[config.mk]
export PLATFORM = sky130hd
export DESIGN_NAME = multi_pattern_byte_scanner
export DESIGN_NICKNAME = d
export VERILOG_FILES = /design/src/hdl/mpbs_pkg.sv /design/src/hdl/mpbs_result_queue.sv /design/src/hdl/multi_pattern_byte_scanner.sv
export SDC_FILE = /design/constraint.sdc
export NUM_CORES = 1
export LEC_CHECK = 0
export BUFFER_PORTS_ARGS = -buffer_cell sky130_fd_sc_hd__clkbuf_2
export CELL_PAD_IN_SITES_DETAIL_PLACEMENT = 0
export CELL_PAD_IN_SITES_GLOBAL_PLACEMENT = 2
export CORE_ASPECT_RATIO = 1.75
export CORE_UTILIZATION = 40
export CTS_BUF_LIST = sky130_fd_sc_hd__clkbuf_8
export CTS_CLUSTER_SIZE = 40
export DETAILED_ROUTE_END_ITERATION = 8
export GPL_ROUTABILITY_DRIVEN = 0
export PLACE_DENSITY = 0.82
export SLEW_MARGIN = 10
export SYNTH_ARGS = -nofsm -noshare
export SYNTH_HDL_FRONTEND = slang
export SYNTH_SLANG_ARGS = --single-unit
[constraint.sdc]
create_clock -name clk -period 9.15 [get_ports clk]
set_clock_uncertainty 0.05 [all_clocks]
set_input_delay 0.915 -clock clk [delete_from_list [all_inputs] [get_ports clk]]
set_output_delay 0.915 -clock clk [all_outputs]
set_load 0.02 [all_outputs]
[src/hdl/mpbs_pkg.sv]
// ----------------------------------------------------------------------------
// mpbs_pkg
// Shared types, constants and the per-position signature compare for the
// multi-pattern byte scanner.
// ----------------------------------------------------------------------------
`default_nettype none

package mpbs_pkg;

  localparam int SLOT_COUNT  = 6;
  localparam int SLOT_BITS   = 3;
  localparam int OFFSET_BITS = 24;
  localparam int COUNT_BITS  = 24;
  localparam int SLOT_WIDTH  = 26;
  localparam int OUT_TDATA_W = 56;
  localparam int QUEUE_DEPTH = 4;

  localparam logic [COUNT_BITS-1:0] COUNT_MAX = {COUNT_BITS{1'b1}};

  typedef logic [SLOT_WIDTH-1:0]       slot_reg_t;
  typedef slot_reg_t [SLOT_COUNT-1:0]  slot_arr_t;

  localparam slot_arr_t SLOT_RESET = {
    26'h289DB00, 26'h28BC000, 26'h34889C0,
    26'h2669000, 26'h38D4000, 26'h2489000
  };

  localparam logic KIND_MATCH   = 1'b0;
  localparam logic KIND_SUMMARY = 1'b1;

  typedef struct packed {
    logic                   kind;
    logic [SLOT_BITS-1:0]   slot;
    logic [OFFSET_BITS-1:0] offset;
    logic [COUNT_BITS-1:0]  total;
    logic                   last;
  } result_t;

  typedef struct packed {
    logic [1:0] count;   // number of results pushed this cycle (0..2)
    result_t    first;
    result_t    second;
  } push_t;

  typedef struct packed {
    logic                 hit;
    logic [SLOT_BITS-1:0] slot;
    logic [1:0]           len;
  } hit_t;

  // Lowest enabled slot whose signature matches the bytes starting at b0.
  // avail is the number of bytes present from b0 on; longer signatures fail.
  function automatic hit_t match_pos(slot_arr_t slots, logic [7:0] b0,
                                     logic [7:0] b1, logic [7:0] b2,
                                     logic [1:0] avail);
    hit_t       res;
    logic [1:0] len;
    logic       eq;
    res = '0;
    for (int s = SLOT_COUNT - 1; s >= 0; s--) begin
      len = slots[s][25:24];
      eq  = (slots[s][23:16] == b0) && (slots[s][15:8] == b1) &&
            ((len != 2'd3) || (slots[s][7:0] == b2));
      if ((len >= 2'd2) && (len <= avail) && eq) begin
        res.hit  = 1'b1;
        res.slot = SLOT_BITS'(s);
        res.len  = len;
      end
    end
    return res;
  endfunction

endpackage

`default_nettype wire

[src/hdl/mpbs_result_queue.sv]
// ----------------------------------------------------------------------------
// mpbs_result_queue
// Four-entry result queue; takes up to two results per cycle, hands out one.
// ----------------------------------------------------------------------------
`default_nettype none

module mpbs_result_queue (
  input  wire                 clk,
  input  wire                 rst_n,
  input  wire mpbs_pkg::push_t push,
  output logic                space_ok,
  output logic                out_tvalid,
  input  wire                 out_tready,
  output mpbs_pkg::result_t   head
);
  import mpbs_pkg::*;

  result_t    entry_r [QUEUE_DEPTH];
  logic [1:0] wr_ptr_r, wr_ptr_nxt;
  logic [1:0] rd_ptr_r, rd_ptr_nxt;
  logic [2:0] count_r, count_nxt;
  logic       pop;

  assign pop        = out_tvalid && out_tready;
  assign out_tvalid = (count_r != 3'd0);
  assign head       = entry_r[rd_ptr_r];
  // room for a worst-case item (two results) without counting this cycle's pop
  assign space_ok   = (count_r <= 3'd2);

  always_comb begin
    wr_ptr_nxt = wr_ptr_r + push.count;
    rd_ptr_nxt = rd_ptr_r + {1'b0, pop};
    count_nxt  = count_r + {1'b0, push.count} - {2'b0, pop};
  end

  always_ff @(posedge clk) begin
    if (!rst_n) begin
      wr_ptr_r <= '0;
      rd_ptr_r <= '0;
      count_r  <= '0;
    end else begin
      wr_ptr_r <= wr_ptr_nxt;
      rd_ptr_r <= rd_ptr_nxt;
      count_r  <= count_nxt;
    end
  end

  always_ff @(posedge clk) begin
    if (push.count != 2'd0) begin
      entry_r[wr_ptr_r] <= push.first;
    end
    if (push.count == 2'd2) begin
      entry_r[wr_ptr_r + 2'd1] <= push.second;
    end
  end

endmodule

`default_nettype wire

[src/hdl/multi_pattern_byte_scanner.sv]
// ----------------------------------------------------------------------------
// multi_pattern_byte_scanner
// Scans a byte stream for six programmable signatures of two or three bytes,
// reporting non-overlapping matches and a per-section summary.
// ----------------------------------------------------------------------------
//  channel  | direction | handshake            | payload
//  in_      | slave     | in_tvalid/in_tready   | tdata byte, tlast end of section
//  out_     | master    | out_tvalid/out_tready | tdata slot/offset/total, tuser kind,
//           |           |                       | tlast final result
//  cfg_     | slave     | cfg_valid/cfg_ready   | cfg_index slot, cfg_data pattern
//
//  One byte per cycle; a byte's results are written into a 4-deep queue at
//  its transaction edge and offered on out_ from the next cycle.
//  Match reports trail the data by up to two bytes.
//  in_tready drops while the queue holds more than two results.
//  Reset (rst_n, synchronous) restores the default signatures and clears
//  the section state. cfg_ready is always high.
// ----------------------------------------------------------------------------
`default_nettype none

module multi_pattern_byte_scanner (
  input  wire                           clk,
  input  wire                           rst_n,
  input  wire                           in_tvalid,
  output logic                          in_tready,
  input  wire  [7:0]                    in_tdata,   // [7:0] data_byte
  input  wire                           in_tlast,   // end_of_section
  output logic                          out_tvalid,
  input  wire                           out_tready,
  output logic [mpbs_pkg::OUT_TDATA_W-1:0] out_tdata, // [2:0] slot_hit,
                                                       // [26:3] match_offset,
                                                       // [50:27] match_total
  output logic                          out_tuser,  // result_kind
  output logic                          out_tlast,  // final_result
  input  wire                           cfg_valid,
  output logic                          cfg_ready,
  input  wire  [2:0]                    cfg_index,
  input  wire  [mpbs_pkg::SLOT_WIDTH-1:0] cfg_data
);
  import mpbs_pkg::*;

  slot_arr_t              slot_r;
  logic [7:0]             win0_r, win0_nxt;
  logic [7:0]             win1_r, win1_nxt;
  logic [1:0]             fill_r, fill_nxt;
  logic [1:0]             skip_r, skip_nxt;
  logic [OFFSET_BITS-1:0] pos_r, pos_nxt;
  logic [COUNT_BITS-1:0]  seen_r, seen_nxt;

  logic                   accept;
  logic [7:0]             b0, b1, b2;
  logic [1:0]             cnt;
  logic [OFFSET_BITS-1:0] base;
  logic [COUNT_BITS-1:0]  seen_inc;
  hit_t                   h0, h1, h2;
  hit_t                   win_hit;
  logic [1:0]             win_idx;
  logic                   found;
  logic [1:0]             sk;
  push_t                  push;
  result_t                match_res, summary_res, head;
  logic                   space_ok;

  assign accept    = in_tvalid && in_tready;
  assign in_tready = space_ok;
  assign cfg_ready = 1'b1;

  always_comb begin
    b0 = in_tdata;
    b1 = 8'h00;
    b2 = 8'h00;
    case (fill_r)
      2'd1: begin
        b0 = win0_r;
        b1 = in_tdata;
      end
      2'd2: begin
        b0 = win0_r;
        b1 = win1_r;
        b2 = in_tdata;
      end
      default: ;
    endcase
    cnt      = fill_r + 2'd1;
    base     = pos_r - OFFSET_BITS'(fill_r);
    seen_inc = (seen_r == COUNT_MAX) ? seen_r : seen_r + 1'b1;

    h0 = match_pos(slot_r, b0, b1, b2, cnt);
    h1 = match_pos(slot_r, b1, b2, 8'h00, cnt - 2'd1);
    h2 = match_pos(slot_r, b2, 8'h00, 8'h00, cnt - 2'd2);

    // end of section: walk the pending positions, first match only
    found   = 1'b0;
    win_hit = '0;
    win_idx = 2'd0;
    sk      = skip_r;
    if (sk != 2'd0) begin
      sk = sk - 2'd1;
    end else if (h0.hit) begin
      found   = 1'b1;
      win_hit = h0;
    end
    if (!found && cnt >= 2'd2) begin
      if (sk != 2'd0) begin
        sk = sk - 2'd1;
      end else if (h1.hit) begin
        found   = 1'b1;
        win_hit = h1;
        win_idx = 2'd1;
      end
    end
    if (!found && cnt == 2'd3) begin
      if (sk != 2'd0) begin
        sk = sk - 2'd1;
      end else if (h2.hit) begin
        found   = 1'b1;
        win_hit = h2;
        win_idx = 2'd2;
      end
    end

    match_res.kind   = KIND_MATCH;
    match_res.slot   = win_hit.slot;
    match_res.offset = base + OFFSET_BITS'(win_idx);
    match_res.total  = seen_inc;
    match_res.last   = 1'b0;

    summary_res.kind   = KIND_SUMMARY;
    summary_res.slot   = '0;
    summary_res.offset = '0;
    summary_res.total  = found ? seen_inc : seen_r;
    summary_res.last   = 1'b1;

    win0_nxt = win0_r;
    win1_nxt = win1_r;
    fill_nxt = fill_r;
    skip_nxt = skip_r;
    pos_nxt  = pos_r;
    seen_nxt = seen_r;
    push     = '0;

    if (accept) begin
      if (in_tlast) begin
        win0_nxt = 8'h00;
        win1_nxt = 8'h00;
        fill_nxt = 2'd0;
        skip_nxt = 2'd0;
        pos_nxt  = '0;
        seen_nxt = '0;
        if (found) begin
          push.count  = 2'd2;
          push.first  = match_res;
          push.second = summary_res;
        end else begin
          push.count = 2'd1;
          push.first = summary_res;
        end
      end else begin
        pos_nxt = pos_r + 1'b1;
        if (fill_r == 2'd2) begin
          // full window: decide the oldest position
          win0_nxt = b1;
          win1_nxt = b2;
          if (skip_r != 2'd0) begin
            skip_nxt = skip_r - 2'd1;
          end else if (h0.hit) begin
            skip_nxt         = h0.len - 2'd1;
            seen_nxt         = seen_inc;
            push.count       = 2'd1;
            push.first       = match_res;
            push.first.slot  = h0.slot;
            push.first.offset = base;
          end
        end else begin
          win0_nxt = b0;
          win1_nxt = b1;
          fill_nxt = cnt;
        end
      end
    end
  end

  always_ff @(posedge clk) begin
    if (!rst_n) begin
      slot_r <= SLOT_RESET;
      fill_r <= '0;
      skip_r <= '0;
      pos_r  <= '0;
      seen_r <= '0;
    end else begin
      if (cfg_valid && (int'(cfg_index) < SLOT_COUNT)) begin
        slot_r[cfg_index] <= cfg_data;
      end
      fill_r <= fill_nxt;
      skip_r <= skip_nxt;
      pos_r  <= pos_nxt;
      seen_r <= seen_nxt;
    end
  end

  always_ff @(posedge clk) begin
    win0_r <= win0_nxt;
    win1_r <= win1_nxt;
  end

  mpbs_result_queue u_queue (
    .clk        (clk),
    .rst_n      (rst_n),
    .push       (push),
    .space_ok   (space_ok),
    .out_tvalid (out_tvalid),
    .out_tready (out_tready),
    .head       (head)
  );

  assign out_tdata = {5'b0, head.total, head.offset, head.slot};
  assign out_tuser = head.kind;
  assign out_tlast = head.last;

endmodule

`default_nettype wire

==> impl_metrics.toml, run 1 <==
[clocking]
cts_num_sinks = 439
clockBufferDepth = 3
path_clk_slew_ns = 0.08
htree_levels = 3
post_cts_buffers = 0
insertion_delay_ns = 0.71
cts_resized = 0
cts_buffers = 72
ctsHoldBuffers = 0
cts_tree = "yes"
cts.root.buffer_cell = "clkbuf_8"

[synthesis]
syn_avg_cell_area_um2 = 8.441
synthCells = 3193
synth_ff_type = "dfxtp_1"
synth_top_area_share_pct = 23.99
synth_enable_flop_cells = 116
synthDistinctLibCells = 93
yosys-top-cells-area = "dfxtp_1, edfxtp_1, nand2_1, mux4_2, o21ai_0"
synth_area_mm2 = 0.02695
async_flop_share_pct = 0
synth_top_cell_by_area = "dfxtp_1"
ys_seq_area_share_pct = 36.92
yosys_warnings = 0
ys_ff_latch = 439

[layout]
final_common_cell = "nand2_1"
syn2layout_area_growth_pct = 9.573
most-common-layout-cells = "nand2_1, dfxtp_1, o21ai_0, nor2_1, a21boi_0"
nNetsFinal = 3264
utilization_pct = 44.43
drive_above_1_share_pct = 12.44

[power]
p_switching_mw = 1.669
vdd_drop_max_mv = 0.1071
p_leak_nw = 10.59
pwr-share-clk_pct = 36.3
power_density_mw_per_mm2 = 173.7
power_frac_comb_pct = 21.7
pwr-share-seq_pct = 42.0
power_mw = 5.130
intPower_mw = 3.460
p_sw_share_pct = 32.54

[sta]
whs_ns = 0.3967
grt_setup_unrepaired = "false"
maxSlewViolCount = 0
clock.fmax_ghz = 0.1305
final-setup-viol-count = 0
layout_setup_ws_ns = 1.487
fin_crit_ns = 7.663
fin_crit_sh_pct = 83.75
max_slew_margin_pct = 13.37
hold_viol = 0
fin_setup_tns_ns = 0
worst_pin_slew_ns = 1.286

[floorplan]
num_rows = 125
die_h_um = 345.4
die_w_um = 198.2
fp.coreArea_mm2 = 0.06647
boundaryPins = 104
die_area_mm2 = 0.06846
initial_utilization_pct = 40.55

[route]
top_layer_used = "met4"
drt_iter0_drc = 1834
routed_wl_um = 106800
dr_wl_met2_um = 53490
met3_wirelength_um = 6478
first_pass_iters = 6
vias = 25020
ant_nets = 0
drc_errors = 0
drt-met1-wl_um = 36890
routed_via_density = 6.070
wire_per_inst_um = 25.93

[grt]
grt_max_degree = 99
antenna_found_initial = 3
track_usage_pct = 31.12
grt_pass1_vias = 24550
gr-total-overflow = 0
grt_pass1_wl_um = 157300

[setup_path]
critPathSlowestCell = "nand2_1"
start_kind = "flop"
arrival_ns = 8.15
cp_max_fo = 92
cpPeakStageDelay_ns = 0.64
critical_path_class = "reg2reg"
crit_path_cell_trace = "inv_1, ha_4, buf_12, nand2_1, xnor2_1, a221oi_1, a41oi_1, nor3_2, nor2_1, a311oi_2, nor3b_1, inv_1, fa_1, nor2_1, nand3_1, nor4_1, nand2_1, nor2_1, nand2_1, xnor2_1, a22oi_1, o21ai_0"
critPathRequiredTime_ns = 9.64
end_kind = "flop"

[flow_run]
drv_cap = 0

[min_path]
hp-class = "reg2reg"

[placed_design]
portBuffers = 97
dpl_worst_slack_ns = 1.555
place_hpwl_um = 75870

[status]
status = "complete, no violations"
## flip-flops by register name, summed over array words and instances (netlist names)
signal            flops
u_queue.entry_r     208
slot_r              156
pos_r                24
seen_r               24
win0_r                8
win1_r                8
u_queue.count_r       3
fill_r                2
skip_r                2
u_queue.rd_ptr_r      2
u_queue.wr_ptr_r      2
## area by class of cell
class,instances,area [um2]
Timing Repair Buffer,155,935.9
Sequential cell,439,9955
Fill cell,6540,36940
Clock buffer,88,1211
Multi-Input combinational cell,2449,15790
Inverter,56,212.7
Antenna cell,1,2.502
Clock inverter,44,310.3
Tap cell,889,1112
## through the flow
step / area, um2 / instances
3_3_place_gp: 28010 / 3988
5_1_grt: 29530 / 4121
2_1_floorplan: 26970 / 3197
4_1_cts: 29530 / 4120
3_5_place_dp: 28010 / 3988
6_report: 29530 / 4121
## kinds of logic after synthesis
logic type	Yosys count	synth area share, %
DFF	439	36.92
adders and majority gates	48	2.312
and+or+nand+nor	1316	23.75
xor gates and xnor gates	222	7.214
buffers and inverters	309	4.819
muxes	72	5.404
other	2	0.02786
AOI/OAI and AO/OA	785	19.56
## critical path: cells and delay by family, from the launching register on
family	cells	cell delay (ns)
XOR/XNOR	2	0.49
AO/OA/AOI/OAI	5	1.31
buffers and inverters	3	0.87
AND/OR/NAND/NOR	10	3.10
adder cells (fa/ha/maj)	2	1.10
flip-flops	1	0.46
## power by group through the flow
| stage | clock network, mW | logic (mW) | registers [mW] |
|---|---|---|---|
| after CTS | 1.91 | 1.11 | 2.16 |
| after global placement | 0 | 1.09 | 2.19 |
| after global routing | 1.99 | 1.20 | 2.16 |
| after detailed placement | 0 | 1.10 | 2.20 |
| after floorplan | 0 | 0.797 | 2.14 |
| final | 1.86 | 1.11 | 2.15 |
## final timing paths
path | endpoint | from | depth (start not counted) | slack (ns)
worst max-delay path | u_queue.entry_r[3][47]$_SDFFE_PP0N_ | fill_r[0]$_SDFFE_PN0P_ | 22 | 1.49
worst min-delay path | u_queue.entry_r[2][35]$_SDFFE_PP0N_ | u_queue.entry_r[2][35]$_SDFFE_PP0N_ | 2 | 0.40
worst max register to register | u_queue.entry_r[3][47]$_SDFFE_PP0N_ | fill_r[0]$_SDFFE_PN0P_ | 22 | 1.49
worst min register to register | u_queue.entry_r[2][35]$_SDFFE_PP0N_ | u_queue.entry_r[2][35]$_SDFFE_PP0N_ | 2 | 0.40
## cell usage after synthesis (7+ instances only)
cell         n
xor2_1     111
nand2_1    553
ha_1        45
nand4_1     71
a22oi_1     51
edfxtp_1   116
nand3b_1    26
buf_4       15
o21ai_1     26
o2bb2ai_1   37
buf_1       30
and3_1      18
a22o_1      19
a31o_2      12
and2_1      31
a21oi_1     89
a211oi_1     9
buf_2       45
o21a_1      11
a21boi_0   122
or2_2       14
or4_1       10
mux2i_1     10
o211ai_1     9
nor4bb_1    13
nor2b_1     36
or3_1       75
dfxtp_1    323
xnor2_1    111
o31ai_1      7
nor4_1      53
nand3_1    109
nor3_1      50
and4_1       8
nor2_1     185
mux4_2      52
inv_1       55
clkbuf_1   159
o22ai_1     55
o21ai_0    211
a21o_1      46
nand2b_1    26
## per-layer routing
metal / global-route usage [%] / vias to the layer above
li1: - / 11450
met5: 0 / -
met4: 26.56 / 0
met2: 54.20 / 1069
met3: 5.188 / 407
met1: 32.07 / 12090
Note: power is estimated with default switching activity, not from simulation.
==> run 2, diff against run 1 <==
==> constraint.sdc (replaced) <==
create_clock -name clk -period 7.6 [get_ports clk]
set_clock_uncertainty 0.05 [all_clocks]
set_input_delay 0.76 -clock clk [delete_from_list [all_inputs] [get_ports clk]]
set_output_delay 0.76 -clock clk [all_outputs]
set_load 0.02 [all_outputs]
==> run 2 against run 1 <==
  * Utilization is essentially flat
  * Critical path depth is the same
  * Highest routed layer unchanged
  * Setup slack lost 0.66 ns
  * Die area is the same
  * Wire length shrank 0.66%
  * Non-clock buffer count grew 16
==> impl_metrics.toml, run 2 (synthesis results as in run 1) <==
[grt]
use_met1_pct = 32.46
grt_max_degree = 130
grt_use_met3_pct = 4.447
gr-total-overflow = 0
antenna_found_initial = 1
busiest_layer = "met2"
global_route.usage.met2_pct = 52.97
track_usage_pct = 30.87
grt_pass1_wl_um = 155500
grt_pass1_vias = 23910

[layout]
nFillCells = 6598
multi_input_area_mm2 = 0.01580
seq_area_mm2 = 0.009955
final_area_mm2 = 0.02953
largest_registers = "u_queue.entry_r x208, slot_r x156"
syn2layout_area_growth_pct = 9.582
nNetsFinal = 3278
drive_above_1_share_pct = 12.69
largest_register = "u_queue.entry_r"
largest_register_ffs = 208
final_common_cell = "nand2_1"
most-common-layout-cells = "nand2_1, dfxtp_1, o21ai_0, nor2_1, a21boi_0"
stdcell_count = 4129

[route]
routed_wl_um = 106100
drt_iter0_drc = 1931
wire_per_inst_um = 25.71
routed_via_density = 5.990
vias = 24730
drc_errors = 0
first_pass_iters = 6
ant_nets = 0

[min_path]
min_from = "u_queue.entry_r[3][39]$_SDFFE_PP0N_"
whs_endpoint = "u_queue.entry_r[3][39]$_SDFFE_PP0N_"
whs_path_depth = 2
hp-class = "reg2reg"

[setup_path]
end_kind = "flop"
cp_max_fo = 38
critPathRequiredTime_ns = 8.10
ff2ff_setup_slack_ns = 0.82
critical_path_class = "reg2reg"
reg2reg_to = "u_queue.entry_r[0][44]$_SDFFE_PP0P_"
r2r_start = "fill_r[0]$_SDFFE_PN0P_"
arrival_ns = 7.27
reg2reg_depth = 22
start_kind = "flop"

[sta]
fin_crit_ns = 6.775
fin_setup_tns_ns = 0
grt_setup_unrepaired = "false"
fin_crit_sh_pct = 89.14
maxSlewViolCount = 0
hold_viol = 0
final-setup-viol-count = 0
worst_pin_slew_ns = 1.248
max_slew_margin_pct = 16.52
clock.fmax_ghz = 0.1476

[floorplan]
num_rows = 125
die_area_mm2 = 0.06846
fp.coreArea_mm2 = 0.06647
die_h_um = 345.4
initial_utilization_pct = 40.55
die_w_um = 198.2
boundaryPins = 104

[power]
power_mw = 6.030
power_density_mw_per_mm2 = 204.2
p_leak_nw = 10.63
vdd_drop_max_mv = 0.1397

[placed_design]
portBuffers = 97
placed_area_mm2 = 0.02813
placedCellCount = 4004
place_hpwl_um = 77050

[clocking]
cts_resized = 0
clockBufferDepth = 3
htree_levels = 3
cts_num_sinks = 439
post_cts_buffers = 0
path_clk_slew_ns = 0.06
cts.root.buffer_cell = "clkbuf_8"
insertion_delay_ns = 0.70
cts_tree = "yes"
ctsHoldBuffers = 0
cts_buffers = 70

[flow_run]
drv_cap = 0

[status]
status = "complete, no violations"
==> run 2: stage by stage <==
stage                     worst slack, ns  util (%)  hold slack (ns)
final                              0.8250     44.43           0.4017
after global routing               0.3691     44.43           0.4002
after floorplan                    0.9777         -           0.3698
after CTS                          0.7993     44.43           0.3548
after global placement             0.9287     42.32           0.3774
after detailed placement           0.8177     42.32           0.3865
==> run 2: cell type report <==
class	instances	area share, %
multi-input combinational	2449	53.49
clock buffer	82	3.821
timing repair buffer	171	3.576
antenna	1	0.008473
sequential	439	33.70
inverter	56	0.7202
tap	889	3.766
clock inverter	42	0.9151
==> run 2: worst max-delay path by stage <==
stage,startpoint,to,slack [ns],cells after the start
finish,fill_r[0]$_SDFFE_PN0P_,u_queue.entry_r[0][44]$_SDFFE_PP0P_,0.82,22
global route,fill_r[0]$_SDFFE_PN0P_,u_queue.entry_r[0][44]$_SDFFE_PP0P_,0.37,22
CTS,fill_r[0]$_SDFFE_PN0P_,u_queue.entry_r[0][44]$_SDFFE_PP0P_,0.80,22
detailed placement,fill_r[0]$_SDFFE_PN0P_,u_queue.entry_r[0][44]$_SDFFE_PP0P_,0.82,22
global placement,fill_r[0]$_SDFFE_PN0P_,u_queue.entry_r[0][44]$_SDFFE_PP0P_,0.93,22
floorplan,fill_r[0]$_SDFFE_PN0P_,u_queue.entry_r[2][47]$_SDFFE_PP0N_,0.98,29
==> run 2: layer usage <==
layer / wire length [um] / up-vias
met3: 6181 / 394
met4: 10360 / 0
li1: - / 11460
met5: 0 / -
met1: 36950 / 11800
met2: 52650 / 1089
==> run 2: worst max-delay path, cell delays in order, from the launching register on <==
cell	delay (ns)
dfxtp_1	0.31
inv_1	0.30
ha_4	0.52
a22oi_2	0.15
buf_4	0.25
nor2_1	0.74
xor2_1	0.16
or4_1	0.63
nor3_1	0.35
nor2_1	0.19
a311oi_2	0.30
nor3b_1	0.14
ha_1	0.31
a21oi_1	0.09
nor2_1	0.16
and3_1	0.25
nor3b_1	0.33
nand2b_1	0.19
nor3_1	0.41
mux2i_1	0.30
nor2_1	0.06
o2bb2ai_1	0.31
o2bb2ai_1	0.13
==> run 2: power by group <==
group          internal (mW)  leakage [nW]  total, mW  switching [mW]
Clock                   1.09         0.805       2.09           0.996
Combinational          0.497          6.03       1.35           0.849
Sequential              2.48          3.79       2.60           0.115
Total                   4.07          10.6       6.03            1.96
==> run 3, diff against run 2 <==
--- a/config.mk
+++ b/config.mk
@@ -14,6 +14,7 @@
 export CTS_CLUSTER_SIZE = 40
 export DETAILED_ROUTE_END_ITERATION = 8
 export GPL_ROUTABILITY_DRIVEN = 0
+export HOLD_SLACK_MARGIN = 0.1
 export PLACE_DENSITY = 0.82
 export SLEW_MARGIN = 10
 export SYNTH_ARGS = -nofsm -noshare
==> constraint.sdc (replaced) <==
create_clock -name clk -period 6.7 [get_ports clk]
set_clock_uncertainty 0.05 [all_clocks]
set_input_delay 0.67 -clock clk [delete_from_list [all_inputs] [get_ports clk]]
set_output_delay 0.67 -clock clk [all_outputs]
set_load 0.02 [all_outputs]
==> run 3 against run 2 <==
  * Sequential cell count is the same
  * Clock power up 12%
  * Wire length is 1.9% lower
  * Sequential share of layout area is 0.17 points lower
  * First-iteration DRC count down 5.3%
  * Power is 13% higher
  * Die area stayed put
  * Register-to-register slack lost 0.44 ns
==> impl_metrics.toml, run 3 (synthesis results as in run 1) <==
[setup_path]
ff2ff_setup_slack_ns = 0.39
critPathRequiredTime_ns = 7.20
start_kind = "flop"
r2r_start = "fill_r[1]$_SDFFE_PN0P_"
critical_path_class = "reg2reg"
reg2reg_depth = 21
reg2reg_to = "u_queue.entry_r[0][44]$_SDFFE_PP0P_"
arrival_ns = 6.81
end_kind = "flop"
cp_max_fo = 16

[grt]
grt_max_degree = 67
global_route.usage.met2_pct = 52.19
use_met1_pct = 32.11
antenna_found_initial = 2
grt_pass1_wl_um = 153800
grt_pass1_vias = 24080
grt_use_met3_pct = 4.145
track_usage_pct = 30.26
busiest_layer = "met2"
gr-total-overflow = 0

[power]
pwr-share-seq_pct = 43.0
power_mw = 6.834
p_leak_nw = 10.72
p_switching_mw = 2.218
pwr-share-clk_pct = 34.5
intPower_mw = 4.617
power_density_mw_per_mm2 = 230.2
p_sw_share_pct = 32.45
vdd_drop_max_mv = 0.1432
power_frac_comb_pct = 22.5

[clocking]
cts_tree = "yes"
cts.root.buffer_cell = "clkbuf_8"
path_clk_slew_ns = 0.07
cts_resized = 0
htree_levels = 3
ctsHoldBuffers = 0
cts_buffers = 71
insertion_delay_ns = 0.69
clockBufferDepth = 3
cts_num_sinks = 439
post_cts_buffers = 0

[flow_run]
drv_cap = 0

[layout]
final_common_cell = "nand2_1"
utilization_pct = 44.66
syn2layout_area_growth_pct = 10.14
largest_register = "u_queue.entry_r"
nNetsFinal = 3296
largest_registers = "u_queue.entry_r x208, slot_r x156"
drive_above_1_share_pct = 13.24
most-common-layout-cells = "nand2_1, dfxtp_1, o21ai_0, nor2_1, a21boi_0"
largest_register_ffs = 208

[placed_design]
portBuffers = 97
dpl_worst_slack_ns = 0.3274
place_hpwl_um = 75680

[sta]
worst_pin_slew_ns = 1.263
clock.fmax_ghz = 0.1584
fin_crit_ns = 6.313
fin_setup_tns_ns = 0
whs_ns = 0.3297
layout_setup_ws_ns = 0.3866
final-setup-viol-count = 0
max_slew_margin_pct = 15.54
maxSlewViolCount = 0
hold_viol = 0
fin_crit_sh_pct = 94.23
grt_setup_unrepaired = "false"

[floorplan]
initial_utilization_pct = 40.55
die_h_um = 345.4
die_w_um = 198.2
boundaryPins = 104
num_rows = 125
die_area_mm2 = 0.06846
fp.coreArea_mm2 = 0.06647

[route]
first_pass_iters = 6
routed_via_density = 5.998
drc_errors = 0
vias = 24870
routed_wl_um = 104100
wire_per_inst_um = 25.11
drt_iter0_drc = 1829
ant_nets = 0

[status]
status = "complete, no violations"

[min_path]
min_from = "cfg_data[2]"
whs_endpoint = "slot_r[54]$_SDFFE_PN0P_"
whs_path_depth = 3
hp-class = "in2reg"
==> run 3: cell type report <==
class                   instances  area, um2
fillers                      6590      36780
multi-input cells            2449      15810
flip-flops and latches        439       9955
repair buffers                188       1196
clock buffers                  85       1170
well taps                     889       1112
clock inverters                38      221.5
inverters                      56      212.7
diodes                          3      7.507
==> run 3: metrics by stage <==
stage	cell area, um2	std cells
floorplan	26970	3197
finish	29690	4147
global placement	28270	4021
global route	29680	4145
CTS	29660	4144
detailed placement	28270	4021
==> run 3: how the worst max path moves through the flow <==
stage	from	to	slack, ns	depth (start not counted)
2_1_floorplan	fill_r[0]$_SDFFE_PN0P_	u_queue.entry_r[2][47]$_SDFFE_PP0N_	0.08	29
3_3_place_gp	in_tdata[4]	u_queue.entry_r[0][44]$_SDFFE_PP0P_	0.36	21
3_5_place_dp	in_tdata[4]	u_queue.entry_r[0][44]$_SDFFE_PP0P_	0.33	21
4_1_cts	fill_r[1]$_SDFFE_PN0P_	u_queue.entry_r[0][44]$_SDFFE_PP0P_	0.30	21
5_1_grt	fill_r[0]$_SDFFE_PN0P_	u_queue.entry_r[0][44]$_SDFFE_PP0P_	0.003	25
6_report	fill_r[1]$_SDFFE_PN0P_	u_queue.entry_r[0][44]$_SDFFE_PP0P_	0.39	21
==> run 3: per-layer routing <==
metal	wire length [um]	up-vias
met4	10080	0
met3	5891	371
li1	-	11500
met1	36650	11890
met5	0	-
met2	51510	1116
==> run 3: power groups by stage <==
stage / Combinational, mW / Clock [mW] / Sequential (mW)
2_1_floorplan: 1.09 / 0 / 2.92
3_3_place_gp: 1.52 / 0 / 2.99
3_5_place_dp: 1.53 / 0 / 2.99
4_1_cts: 1.54 / 2.41 / 2.94
5_1_grt: 1.66 / 2.52 / 2.95
6_report: 1.54 / 2.35 / 2.94
==> run 3: worst max-delay path, cell delays in order, from the launching register on <==
cell and delay [ns]:
dfxtp_1 0.39, inv_1 0.12, ha_1 0.40, a22oi_2 0.84
or3_1 0.21, nand4_1 0.13, or4_1 0.56, nor3_2 0.38
nor2_1 0.17, a311oi_2 0.36, nor3b_2 0.12, ha_1 0.29
a21oi_1 0.08, nor2_1 0.16, and3_1 0.25, nor3b_1 0.33
nand2b_1 0.14, nor3_1 0.44, mux2i_1 0.28, nor2_1 0.06
o2bb2ai_1 0.30, o2bb2ai_1 0.11
